`config.mk`:
```
export PLATFORM = sky130hd
export DESIGN_NAME = gpd_collect
export DESIGN_NICKNAME = d
export VERILOG_FILES = /design/src/sv/gpd_pkg.sv /design/src/sv/gpd_collect.sv
export SDC_FILE = /design/constraint.sdc
export NUM_CORES = 1
export LEC_CHECK = 0
export ABC_AREA = 1
export BUFFER_PORTS_ARGS = -buffer_cell sky130_fd_sc_hd__buf_2
export CAP_MARGIN = 15
export CORE_ASPECT_RATIO = 1.2
export CORE_MARGIN = 1.5
export CORE_UTILIZATION = 25
export DETAILED_ROUTE_END_ITERATION = 8
export PLACE_DENSITY_LB_ADDON = 0.25
export SLEW_MARGIN = 20
export SYNTH_ARGS = -nofsm -noshare
export SYNTH_HDL_FRONTEND = slang
export SYNTH_SLANG_ARGS = --single-unit
export TNS_END_PERCENT = 5
```
`constraint.sdc`:
```
create_clock -name clk -period 2.65 [get_ports clk]
set_input_delay 0.3975 -clock clk [delete_from_list [all_inputs] [get_ports clk]]
set_output_delay 0.3975 -clock clk [all_outputs]
set_load 0.05 [all_outputs]
```
`src/sv/gpd_pkg.sv`:
```
// gpd_pkg: shared constants, status codes and structs for the gamepad packet deframer
// no dependencies; compiled first
`default_nettype none

package gpd_pkg;

  // framing constants
  localparam logic [7:0] HDR_BYTE  = 8'hAA;
  localparam logic [7:0] END_BYTE  = 8'hBB;
  localparam logic [7:0] SALT_BYTE = 8'h55;
  localparam logic [7:0] AXIS_BIAS = 8'd128;
  localparam int         PKT_LEN   = 12;
  localparam int         POS_W     = $clog2(PKT_LEN);

  // packet slots of interest
  localparam logic [POS_W-1:0] POS_HUNT  = POS_W'(0);
  localparam logic [POS_W-1:0] POS_SUM   = POS_W'(PKT_LEN - 2);
  localparam logic [POS_W-1:0] POS_LAST  = POS_W'(PKT_LEN - 1);
  localparam logic [POS_W-1:0] POS_LIMIT = POS_W'(PKT_LEN);

  // result status codes
  typedef enum logic [1:0] {
    ST_VALID   = 2'd0,
    ST_BAD_END = 2'd1,
    ST_BAD_SUM = 2'd2
  } status_t;

  // completed packet handed from the collector to the checker
  typedef struct packed {
    logic            fire;       // last byte accepted this cycle
    logic [7:0]      sum;        // xor of bytes 0..9
    logic [7:0]      check_byte; // byte 10
    logic [7:0]      end_byte;   // byte 11
    logic [8:0][7:0] data;       // bytes 1..9, data[0] is byte 1
  } pkt_done_t;

  // flow control from collector to top
  typedef struct packed {
    logic last_slot;             // next accepted byte completes a packet
  } coll_stat_t;

endpackage

`default_nettype wire

```
`src/sv/gpd_collect.sv`:
```
// gpd_collect: header hunt, byte position, running xor and packet byte store
// depends on gpd_pkg
`default_nettype none

module gpd_collect
  import gpd_pkg::*;
(
  input  wire logic       clk,
  input  wire logic       rst_n,
  input  wire logic       in_fire,
  input  wire logic [7:0] in_byte,
  output pkt_done_t       done,
  output coll_stat_t      stat
);

  logic [POS_W-1:0] byte_pos_r, byte_pos_nxt;
  logic [7:0]       xor_r, xor_nxt;
  logic [7:0]       store_r [1:PKT_LEN-2];
  logic             hunting;

  // out-of-range positions count as hunting
  assign hunting = (byte_pos_r == POS_HUNT) || (byte_pos_r >= POS_LIMIT);

  // position and checksum update
  always_comb begin
    byte_pos_nxt = byte_pos_r;
    xor_nxt      = xor_r;
    if (in_fire) begin
      if (hunting) begin
        if (in_byte == HDR_BYTE) begin
          byte_pos_nxt = POS_W'(1);
          xor_nxt      = in_byte;
        end else begin
          byte_pos_nxt = POS_HUNT;
        end
      end else begin
        if (byte_pos_r < POS_SUM) begin
          xor_nxt = xor_r ^ in_byte;
        end
        if (byte_pos_r == POS_LAST) begin
          byte_pos_nxt = POS_HUNT;
        end else begin
          byte_pos_nxt = byte_pos_r + POS_W'(1);
        end
      end
    end
  end

  // control state
  always_ff @(posedge clk) begin
    if (!rst_n) begin
      byte_pos_r <= POS_HUNT;
      xor_r      <= 8'h00;
    end else begin
      byte_pos_r <= byte_pos_nxt;
      xor_r      <= xor_nxt;
    end
  end

  // byte store, one slot per packet position 1..10
  always_ff @(posedge clk) begin
    for (int k = 1; k <= PKT_LEN - 2; k++) begin
      if (in_fire && !hunting && byte_pos_r == POS_W'(k)) begin
        store_r[k] <= in_byte;
      end
    end
  end

  // completed packet view
  always_comb begin
    done.fire       = in_fire && !hunting && (byte_pos_r == POS_LAST);
    done.sum        = xor_r;
    done.check_byte = store_r[PKT_LEN-2];
    done.end_byte   = in_byte;
    for (int k = 0; k < 9; k++) begin
      done.data[k] = store_r[k+1];
    end
  end

  assign stat.last_slot = !hunting && (byte_pos_r == POS_LAST);

endmodule

`default_nettype wire

```
==> flow_summary.toml, run 1 <==
[clock_network]
cts_max_level = 3
cts.clk_slew.worst_paths_ns = 0.06
sinks_on_clock_net = 92
cts_resized = 0
total_clock_buffers_created_by_cts = 9
post-cts-setup-buffer-count = 0
clock_latency_at_the_later_pin_of_the_worst_skew_pair_ns = 0.34
clk_root_buffer_cell = "clkbuf_16"
cts_tree = "built"
clk_path_buf_depth = 2
holdBufCountCts = 0

[sta]
setup_total_negative_slack_ns = 0
max_freq_ghz = 0.474
drv_slew = 0
report.final.setup_viol = 0
final-hold-violation-count = 0
max_slew.worst_pin.slew_ns = 0.406
fin_hold_ws_ns = 0.393
timing.clock.skew_ns = 0.00821
worst_slew_margin_rel = 0.729
finalWorstPathRequiredPeriod_ns = 2.11
post-route-period-util = 0.797
grt_setup_unrepaired = "false"

[placement]
post_dp_cell_area_sq_mm = 0.00414
hpwlAfterDp_um = 5720
gp_congestion = 0.786
buffer_ports.inserted = 108

[floorplan]
design.die.area_sq_mm = 0.0146
floorplan.die.width_um = 110
floorplan.die.height_um = 132
fp-row-count = 46
number_of_ports_placed_on_the_die_boundary = 109
start_util = 0.259
placeableCoreArea_sq_mm = 0.0134

[synthesis]
synth_top_flop_cell = "edfxtp_1"
synthDistinctLibCells = 28
synth.cell_area_sq_mm = 0.00346
synth.yosys.seq_area_share = 0.764
synth_fp_nets = 257
synth_top_area_frac = 0.694
asyncSetResetFlopFracSynth = 0
top_cells_by_area_synth = "edfxtp_1, dfxtp_1, nand2_1"
synth_cells = 242
postSynthAreaPerCell_sq_um = 14.3
synth_edf_count = 80
yosysTopAreaCell = "edfxtp_1"
count_of_warnings_emitted_by_yosys = 0
synth_seq_cells = 92

[grt]
global_route.overflow_total = 0
grt_pass1_vias = 2186
grt_antenna_before_repair = 0
first_pass_grt_wire_length_um = 13000
gr-usage-all-layers = 0.119
grt_start_max_net_pins = 20

[routing]
post_drt_wl_per_cell_um = 16.1
total_wire_length_um = 8490
drc = 0
vias_per_std_cell = 4.08
drt-pass1-iter-count = 4
dr_total_vias = 2146
detail-route-antenna-nets = 0
drtIter0Drc = 80

[layout]
layout-drive-gt1-share = 0.391
finalNetCount = 368
antennaDiodeCount = 0
area_growth_pct = 27.2
finalInstanceArea_sq_mm = 0.00440

[pwr]
p_leak_nw = 1.83
powerDensity_mw_per_mm2 = 635
vdd_drop_max_mv = 0.237
fin_total_pwr_mw = 2.79

[outcome]
outcome = "complete, no violations"

[critical_path]
critical_path.startpoint_type = "register"
crit_arrival_ns = 2.12
worst_setup_path_end_kind = "register"
worst_path_required_time_ns = 2.66
criticalPathCategory = "register to register"
critical_path.slowest_cell = "dfxtp_1"
crit_path_cell_trace = "inv_1, ha_1, nand2_2, nand2_4, nor2_2, nand4_1, inv_1"
critical-path-max-stage-delay_ns = 0.40
crit_fanout = 19
worst_path_most_repeated_cell = "inv_1"

[run]
maxCapViolCount = 0

[worst_hold_path]
worst_hold_path_type = "input pin to register"
[flip-flops by register name, indices dropped and copies added (netlist names)]
register    cells
store_r        80
byte_pos_r      4
xor_r           8
[cell usage after synthesis, types with 2 or more instances]
| master | n |
|---|---|
| a21oi_1 | 10 |
| a21oi_2 | 2 |
| buf_4 | 8 |
| buf_6 | 3 |
| dfxtp_1 | 12 |
| edfxtp_1 | 80 |
| ha_1 | 4 |
| inv_1 | 27 |
| inv_2 | 2 |
| nand2_1 | 32 |
| nand3_1 | 14 |
| nand3_2 | 2 |
| nor2_1 | 15 |
| nor2_2 | 2 |
| o21ai_0 | 9 |
| xnor2_1 | 8 |
[cells in the final DEF (no fill, tap or decap), drive strengths merged, types with 4 or more instances in the layout]
cell	netlist	layout
buf	11	113
edfxtp	80	80
nand2	34	34
inv	29	29
nor2	18	18
nand3	17	17
dfxtp	12	12
a21oi	12	12
clkbuf	2	10
o21ai	9	9
xnor2	8	8
clkinv	0	5
ha	4	4
[path summary, 6_finish.rpt]
check	startpoint	cells past startpoint	end	slack (ns)
worst min register to register	byte_pos_r[1]$_SDFFE_PN0P_	2	byte_pos_r[1]$_SDFFE_PN0P_	0.56
worst max-delay path	byte_pos_r[0]$_SDFFE_PN0P_	7	store_r[0][83]$_DFFE_PP_	0.54
worst min-delay path	rst_n	3	xor_r[0]$_SDFFE_PN0P_	0.39
worst max register to register	byte_pos_r[0]$_SDFFE_PN0P_	7	store_r[0][83]$_DFFE_PP_	0.54
[final cells by class]
type / count / area (sq um)
well taps: 168 / 210
clock inverters: 6 / 31.3
fillers: 1350 / 8950
repair buffers: 113 / 578
multi-input cells: 108 / 603
inverters: 29 / 109
clock buffers: 10 / 229
flip-flops and latches: 92 / 2640
[cell families after synthesis]
group                    after synthesis  share of synthesized area
AO/OA/AOI/OAI                         21                     0.0325
XOR/XNOR                               9                     0.0228
adder cells (fa/ha/maj)                4                     0.0145
buffers and inverters                 42                     0.0640
flip-flops                            92                      0.764
AND/OR/NAND/NOR                       74                      0.103
[critical path: cells and delay by family, from the launching register on]
| family | cells | cell delay (ns) |
|---|---|---|
| DFF | 1 | 0.40 |
| adders and majority gates | 1 | 0.26 |
| buffers and inverters | 2 | 0.38 |
| and+or+nand+nor | 4 | 0.74 |
[metal layers]
layer / wire length, um / up-vias / GRT usage
met4: 175 / 0 / 0.0534
met3: 495 / 13 / 0.0345
li1: - / 1043 / -
met2: 4170 / 68 / 0.197
met5: 0 / - / 0
met1: 3650 / 1022 / 0.144
[per-stage QoR]
stage / setup slack, ns / util / instances
after floorplan: 0.715 / - / 242
after global placement: 0.584 / 0.310 / 510
after detailed placement: 0.542 / 0.310 / 510
after CTS: 0.520 / 0.330 / 526
after global routing: 0.242 / 0.330 / 526
final: 0.539 / 0.330 / 526
[power by group]
group | internal, mW | switching, mW | total, mW
clock | 0.625 | 0.501 | 1.13
sequential | 1.57 | 0.000490 | 1.57
combinational | 0.0200 | 0.0764 | 0.0964
total | 2.22 | 0.578 | 2.79
No activity file was read; power rests on OpenSTA's default activity.
==> inputs of run 2 (changes only) <==
clock period = 2 ns   (was 2.65 ns; I/O delays follow)
==> run 2 against run 1 <==
Sequential cell count unchanged; clock power up 60%; first-iteration DRC count increased by 46%; sequential power rose by 32%; register-to-register slack worse by 0.36 ns; combinational power is 44% higher.
==> flow_summary.toml, run 2 (same netlist as run 1, synthesis figures left out) <==
[sta]
drv_slew = 0
timing.clock.skew_ns = 0.0116
worst_slew_margin_rel = 0.750
max_freq_ghz = 0.535
finalWorstPathRequiredPeriod_ns = 1.87
post-route-period-util = 0.935
setup_total_negative_slack_ns = 0
grt_setup_unrepaired = "false"
final-hold-violation-count = 0
max_slew.worst_pin.slew_ns = 0.375
report.final.setup_viol = 0

[layout]
finalNetCount = 378
top_regs = "store_r (80), xor_r (8), byte_pos_r (4)"
area_growth_pct = 31.2
layout_common_cells = "buf_2, edfxtp_1, nand2_1"
largest_reg_flops = 80
finalInstanceArea_sq_mm = 0.00454
largest_register = "store_r"
layout-drive-gt1-share = 0.413
post-route-util = 0.340
antennaDiodeCount = 0
final_common_cell = "buf_2"

[clock_network]
clk_root_buffer_cell = "clkbuf_16"
cts.clk_slew.worst_paths_ns = 0.06
clk_path_buf_depth = 2
cts_tree = "built"
sinks_on_clock_net = 92
clock_latency_at_the_later_pin_of_the_worst_skew_pair_ns = 0.35
cts_max_level = 3
total_clock_buffers_created_by_cts = 9

[placement]
hpwlAfterDp_um = 6360
post_dp_cell_area_sq_mm = 0.00422
gp_congestion = 0.761
buffer_ports.inserted = 108

[routing]
drt-pass1-iter-count = 4
route.met2.wl_um = 4590
detail-route-antenna-nets = 0
drtIter0Drc = 117
drt-met1-wl_um = 3550
drc = 0
dr_total_vias = 2204
vias_per_std_cell = 4.11
route.top_layer_used = "met5"
post_drt_wl_per_cell_um = 16.4
total_wire_length_um = 8800
routed-wl-met3_um = 510

[pwr]
power.clock.fraction = 0.450
powerDensity_mw_per_mm2 = 889
switching_fraction_of_total_power = 0.203
internal_power_mw = 3.22
share_seq_of_total_power = 0.516
power.share.combinational = 0.034
vdd_drop_max_mv = 0.495
switchingPower_mw = 0.819
p_leak_nw = 1.90

[critical_path]
crit_family = "flip-flops"
crit_arrival_ns = 1.57
criticalPathCategory = "register to primary output"
worst_path_required_time_ns = 1.70
crit_path_cell_trace = "ha_1, nand2_1, nor2_1, buf_2"
cp.buffers_inverters = 1
worstRegToRegCells = 8
critical-path-max-stage-delay_ns = 0.45
rr_startpoint = "byte_pos_r[0]$_SDFFE_PN0P_"
critical_path.startpoint_type = "register"
crit_fanout = 7
timing.rr.end = "store_r[0][28]$_DFFE_PP_"
r2r_setup_slack_ns = 0.18
worst_setup_path_end_kind = "primary output"
critical_path.slowest_cell = "dfxtp_1"

[outcome]
outcome = "complete, no violations"

[grt]
grt_antenna_before_repair = 1
grt_start_max_net_pins = 19
global_route.overflow_total = 0
first_pass_grt_wire_length_um = 13400
grt_pass1_vias = 2199
gr-usage-all-layers = 0.124

[run]
maxCapViolCount = 0

[floorplan]
placeableCoreArea_sq_mm = 0.0134
floorplan.die.width_um = 110
number_of_ports_placed_on_the_die_boundary = 109
fp-row-count = 46
floorplan.die.height_um = 132
design.die.area_sq_mm = 0.0146
start_util = 0.259

[worst_hold_path]
worst_hold_path_type = "input pin to register"
worst_hold_path.endpoint = "store_r[0][9]$_DFFE_PP_"
holdPathStages = 1
hp-start = "in_byte[1]"
run 2: per-stage QoR:
stage / hold WS (ns) / worst slack, ns / total power [mW] / std cells
global route: 0.260 / 0.00852 / 4.18 / 536
global placement: 0.536 / 0.237 / 2.27 / 520
floorplan: 0.399 / 0.0652 / 2.20 / 242
detailed placement: 0.565 / 0.184 / 2.27 / 520
CTS: 0.266 / 0.0799 / 4.08 / 536
finish: 0.253 / 0.130 / 4.04 / 536
run 2: final cells by class:
| class | instances | area, sq um |
|---|---|---|
| fill | 1339 | 8810 |
| sequential | 92 | 2640 |
| timing repair buffer | 123 | 653 |
| multi-input combinational | 108 | 603 |
| clock buffer | 9 | 225 |
| tap | 168 | 210 |
| inverter | 29 | 109 |
| clock inverter | 7 | 97.6 |
run 2: how the worst max path moves through the flow:
stage,start,end,slack (ns),depth (start not counted)
2_1_floorplan,byte_pos_r[0]$_SDFFE_PN0P_,store_r[0][10]$_DFFE_PP_,0.07,7
3_3_place_gp,byte_pos_r[0]$_SDFFE_PN0P_,store_r[0][83]$_DFFE_PP_,0.24,8
3_5_place_dp,byte_pos_r[0]$_SDFFE_PN0P_,store_r[0][28]$_DFFE_PP_,0.18,8
4_1_cts,byte_pos_r[3]$_SDFFE_PN0P_,done[96],0.08,5
5_1_grt,byte_pos_r[1]$_SDFFE_PN0P_,store_r[0][87]$_DFFE_PP_,0.009,8
6_report,byte_pos_r[1]$_SDFFE_PN0P_,done[96],0.13,4
run 2: power groups by stage:
| stage | sequential (mW) | combinational (mW) | clock, mW |
|---|---|---|---|
| after floorplan | 2.13 | 0.0713 | 0 |
| after global placement | 2.12 | 0.144 | 0 |
| after detailed placement | 2.12 | 0.145 | 0 |
| after CTS | 2.08 | 0.146 | 1.85 |
| after global routing | 2.08 | 0.152 | 1.94 |
| final | 2.08 | 0.139 | 1.81 |
run 2: worst reg2reg max path, stage by stage, from the launching register on:
cell and delay (ns):
dfxtp_1 0.40, inv_1 0.12, ha_1 0.25, nand2_2 0.09
nand2_4 0.05, nor2_2 0.11, buf_4 0.13, nand3_1 0.08
inv_1 0.25
run 2: repair_timing:
item | CTS | global route
endpoints found under the setup margin | 0 | 2
buffers inserted | 0 | 0
hold buffers | 0 | 0
gates resized for setup | 0 | 1
run 2: per-layer routing:
metal	vias up	global-route usage
met5	-	0
met1	1053	0.142
met3	10	0.0409
met2	70	0.211
li1	1069	-
met4	2	0.0534
==> inputs of run 3 (changes only) <==
REMOVE_ABC_BUFFERS = 1   (was not set)
==> run 3 against run 2 <==
Via count hardly changed; final cell count rose by 0.19%; design area increased by 0.17%.
==> flow_summary.toml, run 3 (same netlist as run 1, synthesis figures left out) <==
[outcome]
outcome = "complete, no violations"

[placement]
gp_congestion = 0.762
buffer_ports.inserted = 108
dp_worst_setup_slack_ns = 0.224
hpwlAfterDp_um = 5950
post_dp_cell_area_sq_mm = 0.00423
place.detailed.instances = 521

[layout]
post_layout_nonfiller_instances = 537
finalInstanceArea_sq_mm = 0.00455
layout-drive-gt1-share = 0.415
final_common_cell = "buf_2"
area_growth_pct = 31.5
flip_flop_and_latch_area_sq_mm = 0.00264
n_fill_cell = 1371
finalNetCount = 379
antennaDiodeCount = 0
layout_common_cells = "buf_2, edfxtp_1, nand2_1"
largest_register = "store_r"
top_regs = "store_r (80), xor_r (8), byte_pos_r (4)"
largest_reg_flops = 80
post-route-util = 0.341
total_area_of_multi_input_combinational_cells_sq_um = 603

[critical_path]
r2r_setup_slack_ns = 0.22
worst_setup_path_end_kind = "primary output"
worst_path_required_time_ns = 1.70
criticalPathCategory = "register to primary output"
crit_fanout = 6
crit_arrival_ns = 1.54
critical_path.startpoint_type = "register"

[floorplan]
placeableCoreArea_sq_mm = 0.0134
design.die.area_sq_mm = 0.0146
floorplan.die.height_um = 132
floorplan.die.width_um = 110
number_of_ports_placed_on_the_die_boundary = 109
fp-row-count = 46
start_util = 0.259

[routing]
vias_per_std_cell = 4.10
detail-route-antenna-nets = 0
drtIter0Drc = 125
post_drt_wl_per_cell_um = 16.0
dr_total_vias = 2202
drt-pass1-iter-count = 4
total_wire_length_um = 8590
drc = 0

[clock_network]
cts_tree = "built"
total_clock_buffers_created_by_cts = 9
clock_latency_at_the_later_pin_of_the_worst_skew_pair_ns = 0.34
clk_root_buffer_cell = "clkbuf_16"
cts.clk_slew.worst_paths_ns = 0.07
cts_max_level = 3
clk_path_buf_depth = 2
sinks_on_clock_net = 92

[sta]
finalWorstPathRequiredPeriod_ns = 1.84
post-route-period-util = 0.922
report.final.setup_viol = 0
final-hold-violation-count = 0
grt_setup_unrepaired = "false"
setup_total_negative_slack_ns = 0
max_freq_ghz = 0.542
final.setup.worst_slack_ns = 0.156
drv_slew = 0
fin_hold_ws_ns = 0.289
timing.clock.skew_ns = 0.00652
worst_slew_margin_rel = 0.728
max_slew.worst_pin.slew_ns = 0.407

[worst_hold_path]
worst_hold_path_type = "input pin to register"

[pwr]
powerDensity_mw_per_mm2 = 887
p_leak_nw = 1.90
fin_total_pwr_mw = 4.03
vdd_drop_max_mv = 0.321

[grt]
gr-usage-all-layers = 0.120
grt_pass1_vias = 2265
grt_start_max_net_pins = 19
global_route.overflow_total = 0
first_pass_grt_wire_length_um = 13100
grt_antenna_before_repair = 0

[run]
maxCapViolCount = 0
run 3: worst max-delay path, cell delays in order, from the launching register on:
cell	delay, ns
dfxtp_1	0.33
buf_4	0.14
ha_1	0.22
nand2_1	0.12
nor2_1	0.11
buf_2	0.27
run 3: per-layer routing:
layer  up-vias  wire [um]  part of all wire  GRT usage
li1       1075          -                 -          -
met1      1037       3900              0.45      0.150
met2        81       4030              0.47      0.193
met3         9        523             0.061     0.0372
met4         0        139             0.016     0.0470
met5         -          0                 0          0
run 3: area by class of cell:
type | count | area share
Tap cell | 168 | 0.0462
Sequential cell | 92 | 0.581
Clock inverter | 7 | 0.0215
Multi-Input combinational cell | 108 | 0.133
Timing Repair Buffer | 124 | 0.145
Inverter | 29 | 0.0239
Clock buffer | 9 | 0.0495
run 3: worst paths after layout:
kind                              startpoint                         end  cells after the start
setup / recovery  byte_pos_r[1]$_SDFFE_PN0P_                    done[96]                      5
hold / removal                         rst_n       xor_r[2]$_SDFFE_PN0P_                      3
setup reg to reg  byte_pos_r[0]$_SDFFE_PN0P_    store_r[0][31]$_DFFE_PP_                      8
hold reg to reg   byte_pos_r[3]$_SDFFE_PN0P_  byte_pos_r[3]$_SDFFE_PN0P_                      2
run 3: repair_timing:
action	in CTS	in global routing
setup endpoints to repair	0	2
setup buffers	0	0
hold buffers	0	0
gates resized for setup	0	1
run 3: report_power, final:
part,switching (mW),total [mW],internal [mW]
combinational,0.105,0.141,0.0359
sequential,0.000609,2.08,2.08
clock,0.711,1.81,1.10
total,0.816,4.03,3.22
